==> config.mk <==
export PLATFORM = sky130hd
export DESIGN_NAME = multilevel_feedback_scheduler_unit
export DESIGN_NICKNAME = d
export VERILOG_FILES = /design/src/sv/mlfs_pkg.sv /design/src/sv/mlfs_ram.sv /design/src/sv/mlfs_ctrl.sv /design/src/sv/mlfs_dp.sv /design/src/sv/multilevel_feedback_scheduler_unit.sv
export SDC_FILE = /design/constraint.sdc
export NUM_CORES = 2
export LEC_CHECK = 0
export BUFFER_PORTS_ARGS = -buffer_cell sky130_fd_sc_hd__buf_4
export CAP_MARGIN = 20
export CORE_AREA = 2 2 413 415
export DETAILED_ROUTE_END_ITERATION = 6
export DIE_AREA = 0 0 415 417
export GPL_TIMING_DRIVEN = 0
export PLACE_DENSITY = 0.8
export SYNTH_ARGS = -nofsm -noshare
export SYNTH_HDL_FRONTEND = slang
export SYNTH_SLANG_ARGS = --single-unit
==> constraint.sdc <==
create_clock -name clk -period 8.4 [get_ports clk]
set_clock_uncertainty 0.1 [all_clocks]
set_input_delay 2.52 -clock clk [delete_from_list [all_inputs] [get_ports clk]]
set_output_delay 2.52 -clock clk [all_outputs]
set_load 0.01 [all_outputs]
==> src/sv/mlfs_pkg.sv <==
// shared types and constants for the multilevel feedback scheduler
`timescale 1ns / 1ps
package mlfs_pkg;

  localparam int ID_W        = 4;
  localparam int NEED_W      = 16;
  localparam int LVL_OUT_W   = 3;
  localparam int ENTRY_W     = ID_W + NEED_W;
  localparam int IN_TDATA_W  = 24;
  localparam int OUT_TDATA_W = 8;

  typedef enum logic {
    OP_ARRIVE = 1'b0,
    OP_TICK   = 1'b1
  } opcode_t;

  typedef enum logic [1:0] {
    ST_ACCEPT = 2'd0,
    ST_RAN    = 2'd1,
    ST_IDLE   = 2'd2,
    ST_FULL   = 2'd3
  } status_t;

  typedef enum logic [2:0] {
    S_IDLE,
    S_EXEC,
    S_SEL,
    S_READ,
    S_HOLD
  } state_t;

  typedef struct packed {
    logic capture;
    logic arrive;
    logic requeue;
    logic select;
    logic pop;
    logic res_ld;
    logic out_ld;
    logic out_hold;
  } cmd_t;

  typedef struct packed {
    logic is_tick;
    logic none_ready;
  } stat_t;

endpackage

==> src/sv/mlfs_ram.sv <==
// generic simple dual-port ram with registered read
`timescale 1ns / 1ps
module mlfs_ram #(
  parameter int WIDTH = 20,
  parameter int DEPTH = 128
) (
  input  logic                     clk,
  input  logic                     we,
  input  logic [$clog2(DEPTH)-1:0] waddr,
  input  logic [WIDTH-1:0]         wdata,
  input  logic [$clog2(DEPTH)-1:0] raddr,
  output logic [WIDTH-1:0]         rdata
);

  logic [WIDTH-1:0] mem [DEPTH];

  always_ff @(posedge clk) begin
    if (we) begin
      mem[waddr] <= wdata;
    end
    rdata <= mem[raddr];
  end

endmodule

==> src/sv/mlfs_ctrl.sv <==
// sequencing state machine and handshake control for the scheduler
`timescale 1ns / 1ps
module mlfs_ctrl import mlfs_pkg::*; (
  input  logic  clk,
  input  logic  rst_n,
  input  logic  in_tvalid,
  output logic  in_tready,
  output logic  out_tvalid,
  input  logic  out_tready,
  input  stat_t stat,
  output cmd_t  cmd
);

  state_t state_r, state_nxt;
  logic   out_valid_r, out_valid_nxt;
  logic   out_free;
  logic   produce;

  assign out_free   = !out_valid_r || out_tready;
  assign out_tvalid = out_valid_r;

  always_ff @(posedge clk) begin
    if (!rst_n) begin
      state_r     <= S_IDLE;
      out_valid_r <= 1'b0;
    end else begin
      state_r     <= state_nxt;
      out_valid_r <= out_valid_nxt;
    end
  end

  always_comb begin
    state_nxt = state_r;
    cmd       = '0;
    in_tready = 1'b0;
    produce   = 1'b0;
    case (state_r)
      S_IDLE: begin
        in_tready = 1'b1;
        if (in_tvalid) begin
          cmd.capture = 1'b1;
          state_nxt   = S_EXEC;
        end
      end
      S_EXEC: begin
        if (stat.is_tick) begin
          cmd.requeue = 1'b1;
          state_nxt   = S_SEL;
        end else begin
          cmd.arrive = 1'b1;
          produce    = 1'b1;
        end
      end
      S_SEL: begin
        cmd.select = 1'b1;
        if (stat.none_ready) begin
          produce = 1'b1;
        end else begin
          state_nxt = S_READ;
        end
      end
      S_READ: begin
        cmd.pop = 1'b1;
        produce = 1'b1;
      end
      S_HOLD: begin
        if (out_free) begin
          cmd.out_ld   = 1'b1;
          cmd.out_hold = 1'b1;
          state_nxt    = S_IDLE;
        end
      end
      default: begin
        state_nxt = S_IDLE;
      end
    endcase
    if (produce) begin
      if (out_free) begin
        cmd.out_ld = 1'b1;
        state_nxt  = S_IDLE;
      end else begin
        cmd.res_ld = 1'b1;
        state_nxt  = S_HOLD;
      end
    end
  end

  always_comb begin
    out_valid_nxt = out_valid_r;
    if (cmd.out_ld) begin
      out_valid_nxt = 1'b1;
    end else if (out_tready) begin
      out_valid_nxt = 1'b0;
    end
  end

endmodule

==> src/sv/mlfs_dp.sv <==
// queue bookkeeping, task memory and result registers of the scheduler
`timescale 1ns / 1ps
module mlfs_dp import mlfs_pkg::*; #(
  parameter int MAX_TASKS  = 16,
  parameter int NUM_LEVELS = 8
) (
  input  logic                   clk,
  input  logic                   rst_n,
  input  cmd_t                   cmd,
  output stat_t                  stat,
  input  logic                   in_tuser,
  input  logic [IN_TDATA_W-1:0]  in_tdata,
  output logic [OUT_TDATA_W-1:0] out_tdata,
  output logic [1:0]             out_tuser
);

  localparam int LVL_W  = $clog2(NUM_LEVELS);
  localparam int IDX_W  = $clog2(MAX_TASKS);
  localparam int CNT_W  = $clog2(MAX_TASKS + 1);
  localparam int SUM_W  = CNT_W + 1;
  localparam int ADDR_W = LVL_W + IDX_W;
  localparam int DEPTH  = NUM_LEVELS * (2 ** IDX_W);

  logic [IDX_W-1:0]  head_r  [NUM_LEVELS];
  logic [CNT_W-1:0]  count_r [NUM_LEVELS];
  logic [CNT_W-1:0]  active_r;
  logic              pend_valid_r;
  logic [ID_W-1:0]   pend_id_r;
  logic [NEED_W-1:0] pend_need_r;
  logic [LVL_W-1:0]  pend_lvl_r;
  logic              opcode_r;
  logic [ID_W-1:0]   task_id_r;
  logic [NEED_W-1:0] need_r;
  logic [LVL_W-1:0]  sel_lvl_r;

  logic [1:0]        res_status_r, res_status_nxt;
  logic [ID_W-1:0]   res_id_r, res_id_nxt;
  logic [2:0]        res_lvl_r, res_lvl_nxt;
  logic              res_fin_r, res_fin_nxt;
  logic [1:0]        out_status_r;
  logic [ID_W-1:0]   out_id_r;
  logic [2:0]        out_lvl_r;
  logic              out_fin_r;

  logic              full;
  logic [LVL_W-1:0]  rq_lvl;
  logic [LVL_W-1:0]  push_lvl;
  logic [IDX_W-1:0]  push_tail;
  logic [SUM_W-1:0]  tail_sum;
  logic              push_ok;
  logic              do_push;
  logic [ENTRY_W-1:0] push_data;
  logic [LVL_W-1:0]  find_lvl;
  logic              none_ready;
  logic [ADDR_W-1:0] waddr, raddr;
  logic [ENTRY_W-1:0] rdata;
  logic [ID_W-1:0]   rd_id;
  logic [NEED_W-1:0] rd_need;
  logic              rd_fin;
  logic [31:0]       sel_lvl_ext;

  assign full = (active_r >= CNT_W'(MAX_TASKS));

  always_comb begin
    rq_lvl = pend_lvl_r;
    if (!(pend_lvl_r == '0 && active_r == CNT_W'(1))) begin
      if (32'(pend_lvl_r) + 32'd1 < 32'(NUM_LEVELS)) begin
        rq_lvl = pend_lvl_r + LVL_W'(1);
      end else begin
        rq_lvl = LVL_W'(NUM_LEVELS - 1);
      end
    end
  end

  always_comb begin
    push_lvl  = cmd.requeue ? rq_lvl : '0;
    push_data = cmd.requeue ? {pend_need_r, pend_id_r} : {need_r, task_id_r};
    tail_sum  = SUM_W'(head_r[push_lvl]) + SUM_W'(count_r[push_lvl]);
    if (tail_sum >= SUM_W'(MAX_TASKS)) begin
      tail_sum = tail_sum - SUM_W'(MAX_TASKS);
    end
    push_tail = tail_sum[IDX_W-1:0];
    push_ok   = (count_r[push_lvl] < CNT_W'(MAX_TASKS));
    do_push   = push_ok && ((cmd.arrive && !full) || (cmd.requeue && pend_valid_r));
  end

  always_comb begin
    find_lvl   = '0;
    none_ready = 1'b1;
    for (int i = NUM_LEVELS - 1; i >= 0; i--) begin
      if (count_r[i] != '0) begin
        find_lvl   = LVL_W'(i);
        none_ready = 1'b0;
      end
    end
  end

  assign waddr = {push_lvl, push_tail};
  assign raddr = {find_lvl, head_r[find_lvl]};

  mlfs_ram #(
    .WIDTH(ENTRY_W),
    .DEPTH(DEPTH)
  ) u_ram (
    .clk  (clk),
    .we   (do_push),
    .waddr(waddr),
    .wdata(push_data),
    .raddr(raddr),
    .rdata(rdata)
  );

  assign rd_id   = rdata[ID_W-1:0];
  assign rd_need = rdata[ENTRY_W-1:ID_W];
  assign rd_fin  = (rd_need <= NEED_W'(1));

  assign stat.is_tick    = opcode_r;
  assign stat.none_ready = none_ready;

  always_ff @(posedge clk) begin
    if (!rst_n) begin
      for (int i = 0; i < NUM_LEVELS; i++) begin
        head_r[i]  <= '0;
        count_r[i] <= '0;
      end
      active_r     <= '0;
      pend_valid_r <= 1'b0;
    end else begin
      if (do_push) begin
        count_r[push_lvl] <= count_r[push_lvl] + CNT_W'(1);
      end
      if (cmd.arrive && !full) begin
        active_r <= active_r + CNT_W'(1);
      end
      if (cmd.requeue) begin
        pend_valid_r <= 1'b0;
      end
      if (cmd.pop) begin
        if (head_r[sel_lvl_r] == IDX_W'(MAX_TASKS - 1)) begin
          head_r[sel_lvl_r] <= '0;
        end else begin
          head_r[sel_lvl_r] <= head_r[sel_lvl_r] + IDX_W'(1);
        end
        count_r[sel_lvl_r] <= count_r[sel_lvl_r] - CNT_W'(1);
        if (rd_fin) begin
          if (active_r != '0) begin
            active_r <= active_r - CNT_W'(1);
          end
        end else begin
          pend_valid_r <= 1'b1;
        end
      end
    end
  end

  always_ff @(posedge clk) begin
    if (cmd.capture) begin
      opcode_r  <= in_tuser;
      task_id_r <= in_tdata[ID_W-1:0];
      need_r    <= in_tdata[ENTRY_W-1:ID_W];
    end
    if (cmd.select) begin
      sel_lvl_r <= find_lvl;
    end
    if (cmd.pop && !rd_fin) begin
      pend_id_r   <= rd_id;
      pend_need_r <= rd_need - NEED_W'(1);
      pend_lvl_r  <= sel_lvl_r;
    end
  end

  assign sel_lvl_ext = 32'(sel_lvl_r);

  always_comb begin
    res_status_nxt = ST_IDLE;
    res_id_nxt     = '0;
    res_lvl_nxt    = '0;
    res_fin_nxt    = 1'b0;
    if (cmd.pop) begin
      res_status_nxt = ST_RAN;
      res_id_nxt     = rd_id;
      res_lvl_nxt    = sel_lvl_ext[LVL_OUT_W-1:0];
      res_fin_nxt    = rd_fin;
    end else if (cmd.arrive) begin
      res_status_nxt = full ? ST_FULL : ST_ACCEPT;
    end
  end

  always_ff @(posedge clk) begin
    if (cmd.res_ld) begin
      res_status_r <= res_status_nxt;
      res_id_r     <= res_id_nxt;
      res_lvl_r    <= res_lvl_nxt;
      res_fin_r    <= res_fin_nxt;
    end
    if (cmd.out_ld) begin
      if (cmd.out_hold) begin
        out_status_r <= res_status_r;
        out_id_r     <= res_id_r;
        out_lvl_r    <= res_lvl_r;
        out_fin_r    <= res_fin_r;
      end else begin
        out_status_r <= res_status_nxt;
        out_id_r     <= res_id_nxt;
        out_lvl_r    <= res_lvl_nxt;
        out_fin_r    <= res_fin_nxt;
      end
    end
  end

  assign out_tuser = out_status_r;
  assign out_tdata = {out_fin_r, out_lvl_r, out_id_r};

endmodule

==> src/sv/multilevel_feedback_scheduler_unit.sv <==
// top level of the multilevel feedback scheduler, quantum one
`timescale 1ns / 1ps
// Feedback scheduler with NUM_LEVELS priority levels of up to MAX_TASKS tasks each.
// An arrival beat (tuser 0) queues a task at level 0 or is rejected when MAX_TASKS
// tasks are active; a tick beat (tuser 1) first requeues the task preempted on the
// previous tick, then runs the head of the lowest-numbered non-empty level for one
// unit. Every input beat gives exactly one output beat. The sequencer steps through
// requeue write, level search with a registered read of the task memory, and pop;
// the result beat is loaded into the output register by the final step. A finished
// result waits in the output register while the next beat is taken; when that
// register is still occupied the new result is parked and the sequencer waits
// until the sink takes the older beat.
module multilevel_feedback_scheduler_unit import mlfs_pkg::*; #(
  parameter int MAX_TASKS  = 16,
  parameter int NUM_LEVELS = 8
) (
  input  logic                   clk,
  input  logic                   rst_n,
  input  logic                   in_tvalid,
  output logic                   in_tready,
  input  logic [IN_TDATA_W-1:0]  in_tdata,   // task_id[3:0], service_need[19:4]
  input  logic                   in_tuser,   // opcode[0]
  output logic                   out_tvalid,
  input  logic                   out_tready,
  output logic [OUT_TDATA_W-1:0] out_tdata,  // ran_id[3:0], ran_level[6:4], finished[7]
  output logic [1:0]             out_tuser   // status[1:0]
);

  cmd_t  cmd;
  stat_t stat;

  mlfs_ctrl u_ctrl (
    .clk       (clk),
    .rst_n     (rst_n),
    .in_tvalid (in_tvalid),
    .in_tready (in_tready),
    .out_tvalid(out_tvalid),
    .out_tready(out_tready),
    .stat      (stat),
    .cmd       (cmd)
  );

  mlfs_dp #(
    .MAX_TASKS (MAX_TASKS),
    .NUM_LEVELS(NUM_LEVELS)
  ) u_dp (
    .clk      (clk),
    .rst_n    (rst_n),
    .cmd      (cmd),
    .stat     (stat),
    .in_tuser (in_tuser),
    .in_tdata (in_tdata),
    .out_tdata(out_tdata),
    .out_tuser(out_tuser)
  );

endmodule
==> flow_summary.json <==
{
  "cts_resized": 0,
  "drc": 0,
  "tightest_slew_ns": 1.37,
  "initial_utilization": 0.637,
  "final_cells": 10547,
  "drive_above_1_share": 0.112,
  "yosys_most_used_dff": "edfxtp_1",
  "cts_sinks": 2732,
  "nNetsFinal": 8163,
  "grtUsageTotal": 0.376,
  "wl_um": 331000,
  "gp_congestion": 0.984,
  "synth_edf_count": 2699,
  "required_ns": 8.92,
  "whs_path_depth": 0,
  "rrSetupSlack_ns": 0.10,
  "p_clk_frac": 0.393,
  "core_area_mm2": 0.169,
  "cts_setup_buffers": 0,
  "wl_per_cell_um": 31.4,
  "rr_endpoint": "u_dp.u_ram.mem[94][11]",
  "syn_avg_cell_area_um2": 14.1,
  "p_sw_mw": 7.58,
  "syn_area_mm2": 0.107,
  "dp_hpwl_um": 217000,
  "vdd_ir_drop_max_v": 0.000255,
  "cts_max_level": 5,
  "std_cell_rows": 151,
  "area_delta_synth_final_pct": 14.6,
  "clock-root-buffer": "clkbuf_16",
  "yosysSeqAreaShare": 0.761,
  "internal-power_mw": 23.1,
  "critPathKind": "reg2reg",
  "fin_crit_sh": 0.988,
  "setup_viol": 0,
  "grt_pass1_wl_um": 464000,
  "drtIter0Drc": 13420,
  "crit_path_start_kind": "flip-flop",
  "cts_tree": "built",
  "ios": 41,
  "clk_pin_slew_ns": 0.06,
  "detail-route-antenna-nets": 0,
  "die_h_um": 417,
  "max_cap_violations": 0,
  "drv_slew": 0,
  "status": "complete, no violations",
  "relSlewSlack": 0.0776,
  "fin_setup_tns_ns": 0,
  "yosysWarnings": 0,
  "overflow": 0,
  "hold_buffers": 0,
  "critPathCaptureType": "flip-flop",
  "dp_cells": 10042,
  "dieArea_mm2": 0.173,
  "crit_arrival_ns": 8.82,
  "reg2reg_from": "u_ctrl.state_r[2]",
  "min_from": "u_dp.u_ram.rdata[3]",
  "dieWidth_um": 415,
  "pwr-share-comb": 0.103,
  "syn_inst": 7610,
  "p_seq_frac": 0.504,
  "r2r_cells": 19,
  "ys_types": 66,
  "hold_viol": 0,
  "power_density_mw_per_mm2": 249,
  "max-clock-path-buffers": 4,
  "hold_path.class": "reg2reg",
  "vias_per_cell": 6.79,
  "portBuffers": 36,
  "drtPass1Iterations": 7,
  "worstSkewPairLatency_ns": 0.94,
  "via_count": 71569,
  "path_max_fanout": 12,
  "leakagePower_nw": 41.7,
  "switching_share": 0.247,
  "grt_max_degree": 129,
  "min_period_ns": 8.30,
  "antenna_found_initial": 23,
  "whs_endpoint": "u_dp.pend_id_r[3]",
  "rsz0062_at_grt": "false",
  "syn_nets": 7654,
  "grt_pass1_vias": 66818,
  "ys_ff_latch": 2732,
  "fmax_ghz": 0.120,
  "numCtsBuffers": 286,
  "synth-async-reset-ratio": 0
}
worst max path at each step:
| stage | start | end | slack (ns) | cells past startpoint |
|---|---|---|---|---|
| final | u_ctrl.state_r[2] | u_dp.u_ram.mem[94][11] | 0.10 | 19 |
| after global routing | u_ctrl.state_r[2] | u_dp.u_ram.mem[94][11] | 0.05 | 19 |
| after CTS | u_ctrl.state_r[2] | u_dp.u_ram.mem[31][16] | 0.44 | 19 |
| after detailed placement | u_ctrl.state_r[2] | u_dp.u_ram.mem[31][16] | 0.42 | 19 |
| after global placement | u_ctrl.state_r[2] | u_dp.u_ram.mem[77][15] | -0.75 | 16 |
| after floorplan | u_dp.pend_lvl_r[0] | u_dp.u_ram.mem[31][0] | 3.03 | 20 |
cell type report:
| cell class | instances | area [um^2] |
|---|---|---|
| Fill cell | 10058 | 45500 |
| Timing Repair Buffer | 221 | 3520 |
| Sequential cell | 2732 | 81700 |
| Clock buffer | 372 | 7730 |
| Antenna cell | 13 | 32.5 |
| Tap cell | 2218 | 2780 |
| Inverter | 29 | 109 |
| Multi-Input combinational cell | 4374 | 24200 |
| Clock inverter | 113 | 958 |
| Buffer | 475 | 2020 |
critical path, stage by stage, from the launching register on:
cell	delay [ns]
dfxtp_1	0.30
clkbuf_1	0.17
nand2b_1	0.21
nor2_1	0.64
o2111a_1	0.32
clkbuf_1	0.37
clkbuf_1	0.41
buf_1	0.60
clkbuf_1	0.45
o21ai_0	0.17
o21ai_0	0.45
ha_1	0.32
a21o_1	0.17
a21oi_1	0.17
xor2_1	0.21
xnor2_1	0.20
nor2_1	1.01
nand2_1	0.59
nor2_2	0.87
buf_8	0.25
metal layers:
layer,GRT usage,part of all wire,up-vias
met5,0,0.00020,-
met4,0.214,0.063,10
met3,0.0996,0.14,1022
met2,0.570,0.45,5846
met1,0.500,0.34,35052
li1,-,-,29639
per-stage QoR:
step	utilization	setup WS, ns	power [mW]	cell area (um^2)	hold WS [ns]
after CTS	0.730	0.443	30.5	123000	0.322
after global routing	0.730	0.0477	31.2	123000	0.327
final	0.730	0.101	30.6	123000	0.309
after floorplan	-	3.03	17.2	107000	0.301
after detailed placement	0.678	0.417	18.7	114000	0.321
after global placement	0.655	-0.752	18.5	110000	0.318
synthesized netlist by cell type, types with 15 or more instances:
cell type / instances / area share
a31oi_1: 324 / 0.019
a32oi_1: 320 / 0.026
and2_1: 15 / 0.00087
and3_1: 20 / 0.0012
buf_1: 46 / 0.0016
buf_2: 127 / 0.0059
buf_4: 15 / 0.0010
clkbuf_1: 284 / 0.0099
dfxtp_1: 33 / 0.0062
edfxtp_1: 2699 / 0.75
inv_1: 27 / 0.00094
mux2_2: 27 / 0.0028
mux2i_1: 342 / 0.032
mux4_2: 18 / 0.0038
nand2_1: 2068 / 0.072
nand3_1: 675 / 0.031
nor2_1: 242 / 0.0085
nor2b_1: 17 / 0.00099
nor4_1: 71 / 0.0041
o21ai_0: 26 / 0.0012
o21ai_1: 23 / 0.0011
o22ai_1: 20 / 0.0012
o41ai_1: 20 / 0.0016
xor2_1: 22 / 0.0018
layout by cell type, fill, tap and decap left out, drive strengths merged, types with 22 or more instances in the layout:
cell,netlist,routed
edfxtp,2699,2699
nand2,2068,2068
nand3,675,675
clkbuf,286,660
buf,189,408
mux2i,342,342
a31oi,324,324
a32oi,320,320
nor2,242,242
clkinv,0,90
nor4,72,72
o21ai,50,50
dfxtp,33,33
inv,29,32
mux2,27,27
xor2,22,22
sequential cells by signal, indices dropped and copies added, names as in the netlist, 2 cells and up, named ones only:
register	count
u_ctrl.state_r	3
u_dp.active_r	5
u_dp.count_r	40
u_dp.head_r	32
u_dp.need_r	16
u_dp.out_id_r	4
u_dp.out_lvl_r	3
u_dp.out_tuser	2
u_dp.pend_id_r	4
u_dp.pend_lvl_r	3
u_dp.pend_need_r	16
u_dp.res_id_r	4
u_dp.res_lvl_r	3
u_dp.res_status_r	2
u_dp.sel_lvl_r	3
u_dp.task_id_r	4
u_dp.u_ram.mem	2560
u_dp.u_ram.rdata	20
cell families (layout without fill, tap and decap cells):
| kind of cell | after synthesis | count (layout) | share of synthesized area |
|---|---|---|---|
| buf+inv | 504 | 1210 | 0.0198 |
| xor+xnor | 28 | 28 | 0.00228 |
| simple gates | 3145 | 3145 | 0.122 |
| other cells | 0 | 13 | 0 |
| mux | 387 | 387 | 0.0385 |
| compound gates | 799 | 799 | 0.0549 |
| flops | 2732 | 2732 | 0.761 |
| fa+ha+maj | 15 | 15 | 0.00182 |
power groups by stage:
stage	combinational (mW)	sequential (mW)	clock, mW
2_1_floorplan	1.45	15.7	0
6_report	3.15	15.4	12.1
5_1_grt	3.20	15.4	12.5
3_3_place_gp	2.72	15.8	0
4_1_cts	3.00	15.4	12.0
3_5_place_dp	2.98	15.7	0
Power figures use the tool's default switching activity.
